File: config.mk
export PLATFORM = sky130hd
export DESIGN_NAME = cpe_ctrl
export DESIGN_NICKNAME = d
export VERILOG_FILES = /design/src/rtl/cpe_pkg.sv /design/src/rtl/cpe_ctrl.sv
export SDC_FILE = /design/constraint.sdc
export NUM_CORES = 1
export LEC_CHECK = 0
export BUFFER_PORTS_ARGS = -buffer_cell sky130_fd_sc_hd__buf_2
export CAP_MARGIN = 10
export CORE_MARGIN = 2
export CORE_UTILIZATION = 52
export CTS_BUF_LIST = sky130_fd_sc_hd__clkbuf_8
export DETAILED_ROUTE_END_ITERATION = 7
export PLACE_DENSITY = 0.88
export SLEW_MARGIN = 10
export SYNTH_ARGS = -nofsm -noshare
export SYNTH_HDL_FRONTEND = slang
export SYNTH_SLANG_ARGS = --single-unit
File: constraint.sdc
create_clock -name i_clk -period 2.35 [get_ports i_clk]
set_input_delay 0.47 -clock i_clk [delete_from_list [all_inputs] [get_ports i_clk]]
set_output_delay 0.47 -clock i_clk [all_outputs]
set_load 0.05 [all_outputs]
File: src/rtl/cpe_pkg.sv
// Shared types and constants of the absorbing-potential evaluator.
// Used by cpe_ctrl, cpe_dp and the top level; depends on nothing.
package cpe_pkg;

    localparam int FRAC_BITS  = 16;
    localparam int USH        = 2 * FRAC_BITS - 16;
    localparam int DIV_W      = 65;
    localparam int DVD_W      = 96;
    localparam int CFG_ADDR_W = 3;
    localparam int CFG_DATA_W = 31;

    localparam logic [63:0] DMIN0 = (2 * FRAC_BITS <= 43) ?
                                    (64'd1000000 << (2 * FRAC_BITS)) : '1;
    localparam logic [62:0] OUT_MAX = '1;

    // register indexes
    localparam logic [CFG_ADDR_W-1:0] CFG_CAP_MODE = 3'd0;
    localparam logic [CFG_ADDR_W-1:0] CFG_HALF_X   = 3'd1;
    localparam logic [CFG_ADDR_W-1:0] CFG_HALF_Y   = 3'd2;
    localparam logic [CFG_ADDR_W-1:0] CFG_HALF_Z   = 3'd3;
    localparam logic [CFG_ADDR_W-1:0] CFG_CUTOFF   = 3'd4;
    localparam logic [CFG_ADDR_W-1:0] CFG_COUNT    = 3'd5;

    localparam logic       OP_LOAD  = 1'b0;
    localparam logic [1:0] MODE_BOX = 2'd0;
    localparam logic [1:0] MODE_VOR = 2'd1;

    localparam logic [1:0] ST_OK    = 2'd0;
    localparam logic [1:0] ST_NODEN = 2'd1;
    localparam logic [1:0] ST_SAT   = 2'd2;

    localparam logic [2:0] MUL_X   = 3'd0;
    localparam logic [2:0] MUL_Y   = 3'd1;
    localparam logic [2:0] MUL_Z   = 3'd2;
    localparam logic [2:0] MUL_WHI = 3'd3;
    localparam logic [2:0] MUL_WLO = 3'd4;
    localparam logic [2:0] MUL_E   = 3'd5;

    localparam logic [1:0] DIV_ONE  = 2'd0;
    localparam logic [1:0] DIV_V    = 2'd1;
    localparam logic [1:0] DIV_MEAN = 2'd2;

    localparam logic [2:0] RES_ZERO  = 3'd0;
    localparam logic [2:0] RES_NODEN = 3'd1;
    localparam logic [2:0] RES_SAT   = 3'd2;
    localparam logic [2:0] RES_D2    = 3'd3;
    localparam logic [2:0] RES_PROD  = 3'd4;

    typedef struct packed {
        logic       capture;
        logic       wr_atom;
        logic       mem_rd;
        logic       calc_box;
        logic       calc_dist;
        logic       mul_en;
        logic [2:0] mul_sel;
        logic       d2_clr;
        logic       d2_acc;
        logic       dmin_upd;
        logic       vor_init;
        logic       calc_u;
        logic       div_start;
        logic [1:0] div_src;
        logic       w_load;
        logic       p_load;
        logic       p_add;
        logic       num_add;
        logic       sq_start;
        logic       res_set;
        logic [2:0] res_sel;
    } t_cmd;

    typedef struct packed {
        logic       op;
        logic [1:0] mode;
        logic       areal;
        logic       den_zero;
        logic       q_over;
        logic       root_le_cut;
        logic       dv_busy;
        logic       sq_done;
    } t_sts;

endpackage

File: src/rtl/cpe_ctrl.sv
// Sequencer: walks the atom table twice per voronoi evaluation and steps the datapath.
// Depends on cpe_pkg; drives cpe_dp through t_cmd and reads t_sts.
module cpe_ctrl import cpe_pkg::*; #(
    parameter int MAX_ATOMS = 64,
    localparam int AW = (MAX_ATOMS > 1) ? $clog2(MAX_ATOMS) : 1,
    localparam int CNT_W = $clog2(MAX_ATOMS + 1)
) (
    input  logic             i_clk,
    input  logic             i_rst_n,
    input  logic             i_in_valid,
    output logic             o_in_ready,
    input  logic             i_out_free,
    output logic             o_emit,
    input  t_sts             i_sts,
    input  logic [CNT_W-1:0] i_n_eff,
    output t_cmd             o_cmd,
    output logic [AW-1:0]    o_rd_addr
);

    localparam logic [4:0] S_IDLE = 5'd0,  S_DISP = 5'd1,  S_BEXC = 5'd2,  S_BMX  = 5'd3;
    localparam logic [4:0] S_BMY  = 5'd4,  S_BMZ  = 5'd5,  S_BACC = 5'd6,  S_BRES = 5'd7;
    localparam logic [4:0] S_VINIT = 5'd8, S_RD   = 5'd9,  S_DIFF = 5'd10, S_MX   = 5'd11;
    localparam logic [4:0] S_MY   = 5'd12, S_MZ   = 5'd13, S_ACC  = 5'd14, S_MIN  = 5'd15;
    localparam logic [4:0] S_U    = 5'd16, S_DV1  = 5'd17, S_DV1W = 5'd18, S_DV2W = 5'd19;
    localparam logic [4:0] S_WLD  = 5'd20, S_MHI  = 5'd21, S_MLO  = 5'd22, S_PADD = 5'd23;
    localparam logic [4:0] S_NUM  = 5'd24, S_FCHK = 5'd25, S_FDW  = 5'd26, S_FQ   = 5'd27;
    localparam logic [4:0] S_SQW  = 5'd28, S_FCMP = 5'd29, S_FE   = 5'd30, S_EMIT = 5'd31;

    logic [4:0]       r_state, n_state;
    logic [CNT_W-1:0] r_j, n_j;
    logic             r_pass, n_pass;

    always_ff @(posedge i_clk) begin
        if (!i_rst_n) begin
            r_state <= S_IDLE;
            r_j     <= '0;
            r_pass  <= 1'b0;
        end else begin
            r_state <= n_state;
            r_j     <= n_j;
            r_pass  <= n_pass;
        end
    end

    assign o_rd_addr = r_j[AW-1:0];

    always_comb begin
        n_state    = r_state;
        n_j        = r_j;
        n_pass     = r_pass;
        o_cmd      = '0;
        o_in_ready = 1'b0;
        o_emit     = 1'b0;
        unique case (r_state) inside
            S_IDLE: begin
                o_in_ready    = 1'b1;
                o_cmd.capture = i_in_valid;
                if (i_in_valid) n_state = S_DISP;
            end
            S_DISP: begin
                if (i_sts.op == OP_LOAD) begin
                    o_cmd.wr_atom = 1'b1;
                    n_state       = S_IDLE;
                end else if (i_sts.mode == MODE_BOX) begin
                    n_state = S_BEXC;
                end else if (i_sts.mode == MODE_VOR) begin
                    n_state = S_VINIT;
                end else begin
                    o_cmd.res_set = 1'b1;
                    o_cmd.res_sel = RES_ZERO;
                    n_state       = S_EMIT;
                end
            end
            S_BEXC: begin
                o_cmd.calc_box = 1'b1;
                n_state        = S_BMX;
            end
            S_BMX, S_MX: begin
                o_cmd.mul_en  = 1'b1;
                o_cmd.mul_sel = MUL_X;
                o_cmd.d2_clr  = 1'b1;
                n_state       = (r_state == S_BMX) ? S_BMY : S_MY;
            end
            S_BMY, S_MY: begin
                o_cmd.mul_en  = 1'b1;
                o_cmd.mul_sel = MUL_Y;
                o_cmd.d2_acc  = 1'b1;
                n_state       = (r_state == S_BMY) ? S_BMZ : S_MZ;
            end
            S_BMZ, S_MZ: begin
                o_cmd.mul_en  = 1'b1;
                o_cmd.mul_sel = MUL_Z;
                o_cmd.d2_acc  = 1'b1;
                n_state       = (r_state == S_BMZ) ? S_BACC : S_ACC;
            end
            S_BACC: begin
                o_cmd.d2_acc = 1'b1;
                n_state      = S_BRES;
            end
            S_BRES: begin
                o_cmd.res_set = 1'b1;
                o_cmd.res_sel = RES_D2;
                n_state       = S_EMIT;
            end
            S_VINIT: begin
                o_cmd.vor_init = 1'b1;
                n_j            = '0;
                n_pass         = 1'b0;
                n_state        = S_RD;
            end
            S_RD: begin
                if (r_j == i_n_eff) begin
                    if (!r_pass) begin
                        n_pass = 1'b1;
                        n_j    = '0;
                    end else begin
                        n_state = S_FCHK;
                    end
                end else begin
                    o_cmd.mem_rd = 1'b1;
                    n_state      = S_DIFF;
                end
            end
            S_DIFF: begin
                if (!i_sts.areal) begin
                    n_j     = r_j + 1'b1;
                    n_state = S_RD;
                end else begin
                    o_cmd.calc_dist = 1'b1;
                    n_state         = S_MX;
                end
            end
            S_ACC: begin
                o_cmd.d2_acc = 1'b1;
                n_state      = r_pass ? S_U : S_MIN;
            end
            S_MIN: begin
                o_cmd.dmin_upd = 1'b1;
                n_j            = r_j + 1'b1;
                n_state        = S_RD;
            end
            S_U: begin
                o_cmd.calc_u = 1'b1;
                n_state      = S_DV1;
            end
            S_DV1: begin
                o_cmd.div_start = 1'b1;
                o_cmd.div_src   = DIV_ONE;
                n_state         = S_DV1W;
            end
            S_DV1W: begin
                if (!i_sts.dv_busy) begin
                    o_cmd.div_start = 1'b1;
                    o_cmd.div_src   = DIV_V;
                    n_state         = S_DV2W;
                end
            end
            S_DV2W: begin
                if (!i_sts.dv_busy) n_state = S_WLD;
            end
            S_WLD: begin
                o_cmd.w_load = 1'b1;
                n_state      = S_MHI;
            end
            S_MHI: begin
                o_cmd.mul_en  = 1'b1;
                o_cmd.mul_sel = MUL_WHI;
                n_state       = S_MLO;
            end
            S_MLO: begin
                o_cmd.mul_en  = 1'b1;
                o_cmd.mul_sel = MUL_WLO;
                o_cmd.p_load  = 1'b1;
                n_state       = S_PADD;
            end
            S_PADD: begin
                o_cmd.p_add = 1'b1;
                n_state     = S_NUM;
            end
            S_NUM: begin
                o_cmd.num_add = 1'b1;
                n_j           = r_j + 1'b1;
                n_state       = S_RD;
            end
            S_FCHK: begin
                if (i_sts.den_zero) begin
                    o_cmd.res_set = 1'b1;
                    o_cmd.res_sel = RES_NODEN;
                    n_state       = S_EMIT;
                end else begin
                    o_cmd.div_start = 1'b1;
                    o_cmd.div_src   = DIV_MEAN;
                    n_state         = S_FDW;
                end
            end
            S_FDW: begin
                if (!i_sts.dv_busy) n_state = S_FQ;
            end
            S_FQ: begin
                if (i_sts.q_over) begin
                    o_cmd.res_set = 1'b1;
                    o_cmd.res_sel = RES_SAT;
                    n_state       = S_EMIT;
                end else begin
                    o_cmd.sq_start = 1'b1;
                    n_state        = S_SQW;
                end
            end
            S_SQW: begin
                if (i_sts.sq_done) n_state = S_FCMP;
            end
            S_FCMP: begin
                if (i_sts.root_le_cut) begin
                    o_cmd.res_set = 1'b1;
                    o_cmd.res_sel = RES_ZERO;
                    n_state       = S_EMIT;
                end else begin
                    o_cmd.mul_en  = 1'b1;
                    o_cmd.mul_sel = MUL_E;
                    n_state       = S_FE;
                end
            end
            S_FE: begin
                o_cmd.res_set = 1'b1;
                o_cmd.res_sel = RES_PROD;
                n_state       = S_EMIT;
            end
            S_EMIT: begin
                if (i_out_free) begin
                    o_emit  = 1'b1;
                    n_state = S_IDLE;
                end
            end
            default: n_state = S_IDLE;
        endcase
    end

endmodule
-- Yosys cells after proc, flatten, opt, wreduce, memory -nomap -nowiden
Cells that the tools add are included.
- $add $sub $neg: 1
- eq/ne operators: 43
- multiplexer cells: 60
- reduce and logical (&&, ||, !) cells: 14
- operators with widths (operator ; count):
    one-hot mux 5 bit (26 select lines) ; 1
    equality test 5 bit, second input constant ; 16
    2-to-1 mux 5 bit ; 12
    one-hot mux 4 bit (6 select lines) ; 2
    equality test 5 x 4 -> 1 bit, second input constant ; 8
    2-to-1 mux 4 bit ; 10
    one-hot mux 7 bit (4 select lines) ; 1
    2-to-1 mux 1 bit ; 24
    2-to-1 mux 7 bit ; 3
    equality test 5 x 3 -> 1 bit, second input constant ; 4
    != test 2 bit, second input constant ; 8
    equality test 5 x 2 -> 1 bit, second input constant ; 2
    OR reduction 2 bit ; 5
    2-to-1 mux 3 bit ; 3
    one-hot mux 3 bit (3 select lines) ; 1
    adder 7 x 1 -> 7 bit, second input constant ; 1
    equality test 7 bit ; 1
    AND reduction 7 bit ; 1
    OR reduction 6 bit ; 1
    equality test 5 x 1 -> 1 bit, second input constant ; 1
    logical NOT 5 bit ; 1
    2-to-1 mux 2 bit ; 2
    AND reduction 4 bit ; 1
    nonzero test 4 bit ; 1
    other kinds (8) ; 8
- bits of input ports: 20
- bits in registers: 13
- logic and storage cells: 121
- output and inout bits: 34

-- Logic depth before layout (Yosys ltp)
Gate-level depths: netlist of run 1.
- depth in word-level cells: 5
- mapped depth: 8
- mapped depth without buffers: 5

-- Worst setup path after synthesis of run 1
No wires, ideal clock.
- kind: reg-to-output
- start point: register r_state[4]
- end point: output port o_cmd[9] (netlist name)
- required time: 1880 ps
- path slack: -763 ps
- arrival: 2643 ps
- cell stages (with the launch flop): 6
- path through: dfxtp_1 clkbuf_1 clkbuf_1 clkbuf_1 nand2_1 nor4_1
- RTL lines (what ; RTL line ; source):
    start, declared ; cpe_ctrl.sv:29 ; logic [4:0] r_state, n_state;
    start signal, assigned ; cpe_ctrl.sv:39 ; r_state <= n_state;
    end, declared ; cpe_ctrl.sv:16 ; output t_cmd o_cmd,

==> flow_summary.yaml, run 1 <==
cells_and_area:
  post-route-util_pct: 71.4
  nets: 299
  stdcell_area_um2: 2000
  antenna_cells: 0
  drive_gt1_share_pct: 35.0
  syn2layout_area_growth_pct: 27.3
  stdcell_count: 308
  fillCellCount: 231
grt:
  grt_antenna_before_repair: 0
  grt_pass1_wl_um: 7540
  grt_max_degree: 26
  grt_use_total_pct: 27.7
  grt_overflow: 0
  grt_pass1_vias: 1614
placement:
  dp_cells: 304
  placed_cell_area_um2: 1930
  preCtsSetupSlack_ps: 148
  place.gp.congestion: 0.927
  dp_hpwl_um: 3630
  port_buffers: 53
worst_setup_path:
  path_delay_family: "simple AND/OR/NAND/NOR gates"
  crit_type: "reg2out"
  critPathSlowestCell: "or3b_4"
  crit_chain: "or3b_4 -> or2_1 -> o21ba_2 -> buf_2"
  worstPathRequired_ps: 1880
  path_buf_inv: 1
  r2r_cells: 6
  critPathLaunchType: "flip-flop"
  path_max_fanout: 10
  cp-end-kind: "output pin"
  worst_path_largest_cell_delay_ps: 390
  cp.depth: 4
  critPathArrivalTime_ps: 1800
floorplan:
  rows: 19
  dieArea_um2: 3480
  die_w_um: 59.0
  core_area_um2: 2810
  start_util_pct: 56.1
  ios: 54
  die_h_um: 59.0
clocking:
  clockRootBuffer: "clkbuf_8"
  clk_path_buf_depth: 2
  cts_tree: "yes"
  worstSkewPairLatency_ps: 250
  htree_num_levels: 1
  hold_buffers: 0
  numCtsBuffers: 3
  clk_pin_slew_ps: 60
  cts_sinks: 13
sta:
  hold_ws_ps: 498
  setup_viol: 0
  fin_skew_ps: 4.62
  fmax_mhz: 441
  max_slew_margin_pct: 71.4
  fin_crit_ps: 2270
  tightest_slew_ps: 418
  rsz0062_at_grt: "no"
  period_share_pct: 96.5
  finalMaxSlewViolations: 0
  hold_viol: 0
  fin_ws_ps: 82.3
synth:
  synth.most_common_cell: "nor2_1"
  yosysWarnings: 0
  synth_top_area_cell: "dfxtp_1"
  synth_ff_type: "dfxtp_1"
  ys_ff_latch: 13
  postSynthCellCount: 231
  ys_top_cells_by_count: "nor2_1, clkbuf_1, nand2_1, a21oi_1, dfxtp_1"
  synth_edf_count: 0
  yosysTopAreaCellShare_pct: 16.5
  syn_area_um2: 1570
  ys_types: 57
  postSynth.asyncResetShare_pct: 0
  syn-mean-instance-area_um2: 6.81
  synth.area.top_cells: "dfxtp_1, nor2_1, a21oi_1"
  seq_area_frac_synth_pct: 16.5
  syn_nets: 252
drt:
  drt_pre_antenna_iters: 5
  drc: 0
  drt-initial-drc-count: 164
  ant_nets: 0
  routedWlPerCell_um: 15.6
  via_per_inst: 6.27
  vias: 1931
  wl_um: 4800
power:
  power_density_nw_per_um2: 901
  peakVddDrop_uv: 601
  p_leak_uw: 0.000865
outcome:
  status: "complete, no violations"
worst_hold_path:
  holdPathStages: 2
  hp-class: "reg2reg"
run:
  drv_cap: 0
==> final cells by class <==
type,instances,area [um^2],area share [%]
Sequential cell,13,263,13.1
Clock buffer,3,41.3,2.06
Timing Repair Buffer,69,392,19.6
Multi-Input combinational cell,186,1240,62.1
Tap cell,31,38.8,1.94
Inverter,5,18.8,0.938
Clock inverter,1,5.00,0.250
==> power breakdown <==
part	leakage (uW)	internal (uW)	switching, uW
combinational	0.000734	443	857
sequential	0.000106	251	51.2
clock	0.0000255	117	85.6
==> logic make-up after synthesis <==
logic type | share of synthesized area, %
buffers and inverters | 9.78
DFF | 16.5
muxes | 0.636
xor gates and xnor gates | 4.46
AOI/OAI and AO/OA | 25.1
and+or+nand+nor | 42.6
adders and majority gates | 0.795
==> cells in the final DEF (no fill, tap or decap), drive strengths merged, types with 3 or more instances in the layout <==
cell | netlist | routed
clkbuf | 16 | 4
nand2b | 9 | 9
xnor2 | 7 | 7
and2 | 4 | 4
and3 | 5 | 5
o211ai | 3 | 3
or4 | 4 | 4
a22o | 3 | 3
nor2 | 24 | 24
nand4 | 3 | 3
nand3 | 9 | 9
nor2b | 7 | 7
nand2 | 16 | 16
nor4 | 3 | 3
o21a | 3 | 3
nor3 | 9 | 9
nand4b | 4 | 4
inv | 5 | 5
o31ai | 4 | 4
buf | 11 | 68
dfxtp | 13 | 13
nand3b | 4 | 4
or3 | 6 | 6
o21ai | 12 | 12
or2 | 4 | 4
a21oi | 14 | 14
==> worst min-delay path, cell delays in order, from the launching register on <==
cell	delay (ps)
dfxtp_1	320
o31ai_1	70
a21oi_1	60
==> routing by layer <==
layer	wire, um	GRT usage, %
met1	2070	40.3
met4	44	5.52
met3	368	3.71
met5	0	0
met2	2320	43.8
==> state kept, by name, indices dropped and copies added, names as in the netlist <==
signal and flops:
r_j 7, r_state 5, r_pass 1
==> metrics by stage <==
| stage | setup TNS [ps] | power, uW |
|---|---|---|
| 6_report | 0 | 1800 |
| 5_1_grt | 0 | 1910 |
| 4_1_cts | 0 | 1770 |
| 3_5_place_dp | 0 | 1550 |
| 3_3_place_gp | 0 | 1540 |
| 2_1_floorplan | -818 | 1250 |
==> final timing paths <==
check | from | end | slack, ps
setup reg to reg | r_state[2] | r_j[4] | 240
hold reg to reg | r_j[6] | r_j[6] | 500
hold / removal | r_j[6] | r_j[6] | 500
setup / recovery | r_state[2] | o_cmd[23] | 80
==> timing repair <==
action / 4_1_cts / 5_1_grt
endpoints found under the setup margin: 2 / 5
resized for setup: 2 / 6
buffers inserted: 0 / 0
Power figures use the tool's default switching activity.
==> run 2, diff against run 1 <==
--- a/config.mk
+++ b/config.mk
@@ -8,10 +8,12 @@
 export BUFFER_PORTS_ARGS = -buffer_cell sky130_fd_sc_hd__buf_2
 export CAP_MARGIN = 10
 export CORE_MARGIN = 2
-export CORE_UTILIZATION = 52
-export CTS_BUF_LIST = sky130_fd_sc_hd__clkbuf_8
+export CORE_UTILIZATION = 51
+export CTS_BUF_LIST = sky130_fd_sc_hd__clkbuf_16
 export DETAILED_ROUTE_END_ITERATION = 7
-export PLACE_DENSITY = 0.88
+export HOLD_SLACK_MARGIN = 0.08
+export PLACE_DENSITY = 0.87
+export SKIP_CTS_REPAIR_TIMING = 1
 export SLEW_MARGIN = 10
 export SYNTH_ARGS = -nofsm -noshare
 export SYNTH_HDL_FRONTEND = slang
==> flow_summary.yaml, run 2 (synthesis gave the netlist of run 1 again) <==
grt:
  grt_antenna_before_repair: 0
  grt_max_degree: 22
  grt_pass1_vias: 1586
  grt_overflow: 0
  grt_use_total_pct: 27.0
  grt_pass1_wl_um: 7380
sta:
  hold_viol: 0
  setup_viol: 0
  tightest_slew_ps: 672
  fin_setup_tns_ps: 0
  hold_ws_ps: 505
  finalMaxSlewViolations: 0
  fin_skew_ps: 5.33
  fmax_mhz: 438
  period_share_pct: 97.1
  fin_crit_ps: 2280
  max_slew_margin_pct: 54.8
clocking:
  clk_path_buf_depth: 2
  htree_num_levels: 1
  cts_tree: "yes"
  cts_sinks: 13
  clockRootBuffer: "clkbuf_16"
  worstSkewPairLatency_ps: 250
  numCtsBuffers: 3
  clk_pin_slew_ps: 50
worst_setup_path:
  crit_chain: "buf_4 -> nor4_2 -> buf_2"
  worstPathRequired_ps: 1880
  r2r_cells: 6
  r2r-end: "r_j[4]"
  rrSetupSlack_ps: 190
  critPathArrivalTime_ps: 1810
  critPathLaunchType: "flip-flop"
  critPathSlowestCell: "nor4_2"
  path_delay_family: "simple AND/OR/NAND/NOR gates"
  path_buf_inv: 2
  r2r-start: "r_state[0]"
  cp-end-kind: "output pin"
  worst_path_largest_cell_delay_ps: 620
  crit_type: "reg2out"
  path_max_fanout: 13
placement:
  place.gp.congestion: 0.937
  dp_hpwl_um: 3470
  placed_cell_area_um2: 1920
  port_buffers: 53
floorplan:
  rows: 20
  core_area_um2: 3000
  start_util_pct: 52.4
  ios: 54
  die_h_um: 59.5
  die_w_um: 59.5
  dieArea_um2: 3540
drt:
  drt-initial-drc-count: 122
  vias: 1914
  via_per_inst: 6.21
  ant_nets: 0
  drt_pre_antenna_iters: 5
  drc: 0
  wl_um: 4740
  routedWlPerCell_um: 15.4
cells_and_area:
  final_common_cell: "buf_2"
  drive_gt1_share_pct: 34.2
  post-route-util_pct: 67.2
  largest_register_ffs: 7
  seqCellArea_um2: 265
  multi_input_area_um2: 1230
  nets: 297
  largest_registers: "r_j: 7 flops, r_state: 5 flops, r_pass: 1 flops"
  top_register: "r_j"
  syn2layout_area_growth_pct: 28.3
  antenna_cells: 0
  fillCellCount: 267
  final_cell_mix: "buf_2, nor2_1, nand2_1"
  stdcell_area_um2: 2020
power:
  p_leak_uw: 0.000872
  peakVddDrop_uv: 589
  power_density_nw_per_um2: 947
run:
  drv_cap: 0
worst_hold_path:
  worst_hold_path.endpoint: "r_j[6]"
  min-delay-start: "r_j[6]"
  holdPathStages: 2
  hp-class: "reg2reg"
outcome:
  status: "complete, no violations"
run 2: changes by cell type in the layout (fill, tap and decap cells not counted), sizes merged:
cell / before / now
clkinv: 1 / 0
inv: 5 / 6
clkbuf: 4 / 6
buf: 68 / 64
run 2: worst min-delay path, delay by kind of cell, from the launching register on:
kind               cells  cell delay [ps]
AOI/OAI and AO/OA      2              130
DFF                    1              320
run 2: where the power goes:
group / internal, uW / leakage [uW] / switching (uW)
sequential: 254 / 0.000107 / 63.1
combinational: 435 / 0.000723 / 836
clock: 225 / 0.0000423 / 98.8
run 2: routing by layer:
| metal | vias to the layer above | share of wire (%) | GRT usage, % |
|---|---|---|---|
| met5 | - | 0 | 0 |
| li1 | 928 | - | - |
| met4 | 0 | 1.4 | 8.57 |
| met2 | 116 | 47 | 41.1 |
| met3 | 8 | 8.5 | 3.06 |
| met1 | 862 | 43 | 39.5 |
run 2: metrics by stage:
step	std cells	worst slack (ps)	total power, uW
after CTS	308	-80.7	1860
after global placement	304	216	1520
after detailed placement	304	195	1540
after global routing	308	-10.3	2030
final	308	69.2	1910
after floorplan	231	-252	1250
run 2: how the worst max path moves through the flow:
stage,end,slack [ps],startpoint,depth (start not counted)
global route,o_cmd[19],-10,r_state[1],6
detailed placement,r_state[1],200,r_state[0],5
floorplan,o_cmd[2],-250,r_state[2],6
CTS,o_cmd[3],-80,r_state[2],6
global placement,r_j[6],220,r_state[0],6
finish,o_cmd[21],70,r_state[2],3
run 2: layout make-up:
type / instances / area share (%)
well taps: 33 / 2.05
inverters: 5 / 0.930
clock buffers: 3 / 3.72
clock inverters: 1 / 0.186
flip-flops and latches: 13 / 13.1
repair buffers: 67 / 19.1
multi-input cells: 186 / 60.9
==> run 3, diff against run 2 <==
--- a/config.mk
+++ b/config.mk
@@ -5,6 +5,7 @@
 export SDC_FILE = /design/constraint.sdc
 export NUM_CORES = 1
 export LEC_CHECK = 0
+export ABC_AREA = 1
 export BUFFER_PORTS_ARGS = -buffer_cell sky130_fd_sc_hd__buf_2
 export CAP_MARGIN = 10
 export CORE_MARGIN = 2
==> flow_summary.yaml, run 3 <==
worst_setup_path:
  worstPathRequired_ps: 1880
  critPathLaunchType: "flip-flop"
  r2r-end: "r_j[0]"
  r2r-start: "r_state[0]"
  rrSetupSlack_ps: 440
  r2r_cells: 9
  path_max_fanout: 9
  cp-end-kind: "output pin"
  crit_type: "reg2out"
  critPathArrivalTime_ps: 1770
sta:
  fmax_mhz: 446
  period_share_pct: 95.4
  fin_crit_ps: 2240
  fin_setup_tns_ps: 0
  hold_viol: 0
  tightest_slew_ps: 441
  finalMaxSlewViolations: 0
  max_slew_margin_pct: 70.3
  setup_viol: 0
  rsz0062_at_grt: "no"
  fin_skew_ps: 2.41
worst_hold_path:
  worst_hold_path.endpoint: "r_j[3]"
  min-delay-start: "i_rst_n"
  holdPathStages: 3
  hp-class: "in2reg"
synth:
  yosysWarnings: 0
  synth_mux_area_share_pct: 0
  postSynthCellCount: 288
  ys_types: 27
  syn_area_um2: 1550
  syn-mean-instance-area_um2: 5.40
  synth_edf_count: 0
  synth_top_family_by_area: "simple AND/OR/NAND/NOR gates"
  postSynth.asyncResetShare_pct: 0
  synth_compound_area_share_pct: 7.09
  synth_ff_type: "dfxtp_1"
  synth.most_common_cell: "nand2_1"
  ys_ff_latch: 13
  synth_top_area_cell: "nand2_1"
  synth_xor_xnor_area_share_pct: 4.51
  synth_fa_ha_area_share_pct: 0.805
  synth-simple-area-share_pct: 54.9
  syn_nets: 309
  ys_top_cells_by_count: "nand2_1, inv_1, nor2_1, nand3_1"
  seq_area_frac_synth_pct: 16.7
  synth.area.top_cells: "nand2_1, dfxtp_1, inv_1"
  yosysTopAreaCellShare_pct: 20.0
drt:
  drc: 0
  wl_um: 4330
  drt-initial-drc-count: 135
  routedWlPerCell_um: 11.7
  ant_nets: 0
  via_per_inst: 5.38
  drt_pre_antenna_iters: 5
  vias: 1989
cells_and_area:
  final_common_cell: "nand2_1"
  top_register: "r_j"
  stdcell_area_um2: 1910
  fillCellCount: 280
  largest_register_ffs: 7
  multi_input_area_um2: 1060
  syn2layout_area_growth_pct: 22.6
  drive_gt1_share_pct: 23.7
  final_cell_mix: "nand2_1, buf_2, inv_1"
  largest_registers: "r_j: 7 flops, r_state: 5 flops, r_pass: 1 flops"
  seqCellArea_um2: 263
  nets: 359
  antenna_cells: 0
floorplan:
  ios: 54
  die_w_um: 59.2
  rows: 20
  core_area_um2: 2980
  dieArea_um2: 3500
  die_h_um: 59.2
  start_util_pct: 52.2
grt:
  grt_pass1_vias: 1693
  grt_pass1_wl_um: 7070
  grt_max_degree: 11
  grt_antenna_before_repair: 0
  grt_overflow: 0
  grt_use_total_pct: 25.9
clocking:
  cts_sinks: 13
  clk_pin_slew_ps: 40
  cts_tree: "yes"
  clockRootBuffer: "clkbuf_16"
  htree_num_levels: 1
  worstSkewPairLatency_ps: 240
  clk_path_buf_depth: 2
  numCtsBuffers: 3
placement:
  dp_hpwl_um: 3570
  port_buffers: 53
  place.gp.congestion: 0.965
  placed_cell_area_um2: 1820
outcome:
  status: "complete, no violations"
power:
  power_density_nw_per_um2: 860
  total_power_uw: 1640
  p_leak_uw: 0.00119
  peakVddDrop_uv: 621
run:
  drv_cap: 0
==> run 3: cell types whose count changed after synthesis, sizes merged, moves of 6 or more <==
cell / before / now
nand2: 16 / 85
clkbuf: 16 / 2
or3: 6 / 0
o21ai: 12 / 6
nor2: 24 / 51
nand2b: 9 / 0
nor2b: 7 / 0
nand3: 9 / 30
nand4: 3 / 11
inv: 5 / 46
==> run 3: metal layers <==
| layer | vias up | GRT usage (%) | wire, um |
|---|---|---|---|
| met3 | 6 | 6.77 | 393 |
| li1 | 1002 | - | - |
| met5 | - | 0 | 0 |
| met1 | 876 | 34.4 | 1900 |
| met2 | 105 | 40.8 | 1980 |
| met4 | 0 | 8.12 | 47 |
==> run 3: area by class of cell <==
class / instances / area share [%]
Multi-Input combinational cell: 217 / 55.5
Timing Repair Buffer: 56 / 15.1
Sequential cell: 13 / 13.8
Inverter: 47 / 9.26
Clock buffer: 3 / 3.94
Tap cell: 33 / 2.17
Clock inverter: 1 / 0.197
==> run 3: metrics by stage <==
stage               util [%]  std cells  setup WS, ps  hold slack, ps
finish                  64.0        370           107             541
detailed placement      61.1        366           274             529
CTS                     63.7        370          8.54             540
global placement        61.1        366           322             514
global route            64.0        370          3.08             550
floorplan                  -        288          26.7             483
==> run 3: logic make-up (layout without fill, tap and decap cells) <==
| family | Yosys count | after routing |
|---|---|---|
| fa+ha+maj | 1 | 1 |
| flops | 13 | 13 |
| buf+inv | 58 | 107 |
| compound gates | 20 | 20 |
| xor+xnor | 8 | 8 |
| simple gates | 188 | 188 |
==> run 3: critical path, cell delays in order, from the launching register on <==
cell     delay, ps
dfxtp_1        430
inv_1          110
nor2_4         230
nand3_1        200
nor2_2         180
nor3_1          70
nand3_1         60
buf_2          260
==> run 3: power by group <==
| group | switching (uW) | internal [uW] |
|---|---|---|
| sequential | 73.9 | 261 |
| clock | 90.4 | 224 |
| combinational | 733 | 257 |
| total | 897 | 742 |
==> run 3: how the worst max path moves through the flow <==
stage	start	endpoint	slack (ps)	cells after the start
floorplan	r_state[4]	o_cmd[20]	30	5
global placement	r_state[2]	o_cmd[3]	320	7
global route	r_state[1]	o_cmd[3]	3	7
finish	r_state[3]	o_cmd[3]	110	7
CTS	r_state[2]	o_cmd[3]	9	7
detailed placement	r_state[2]	o_cmd[3]	270	7
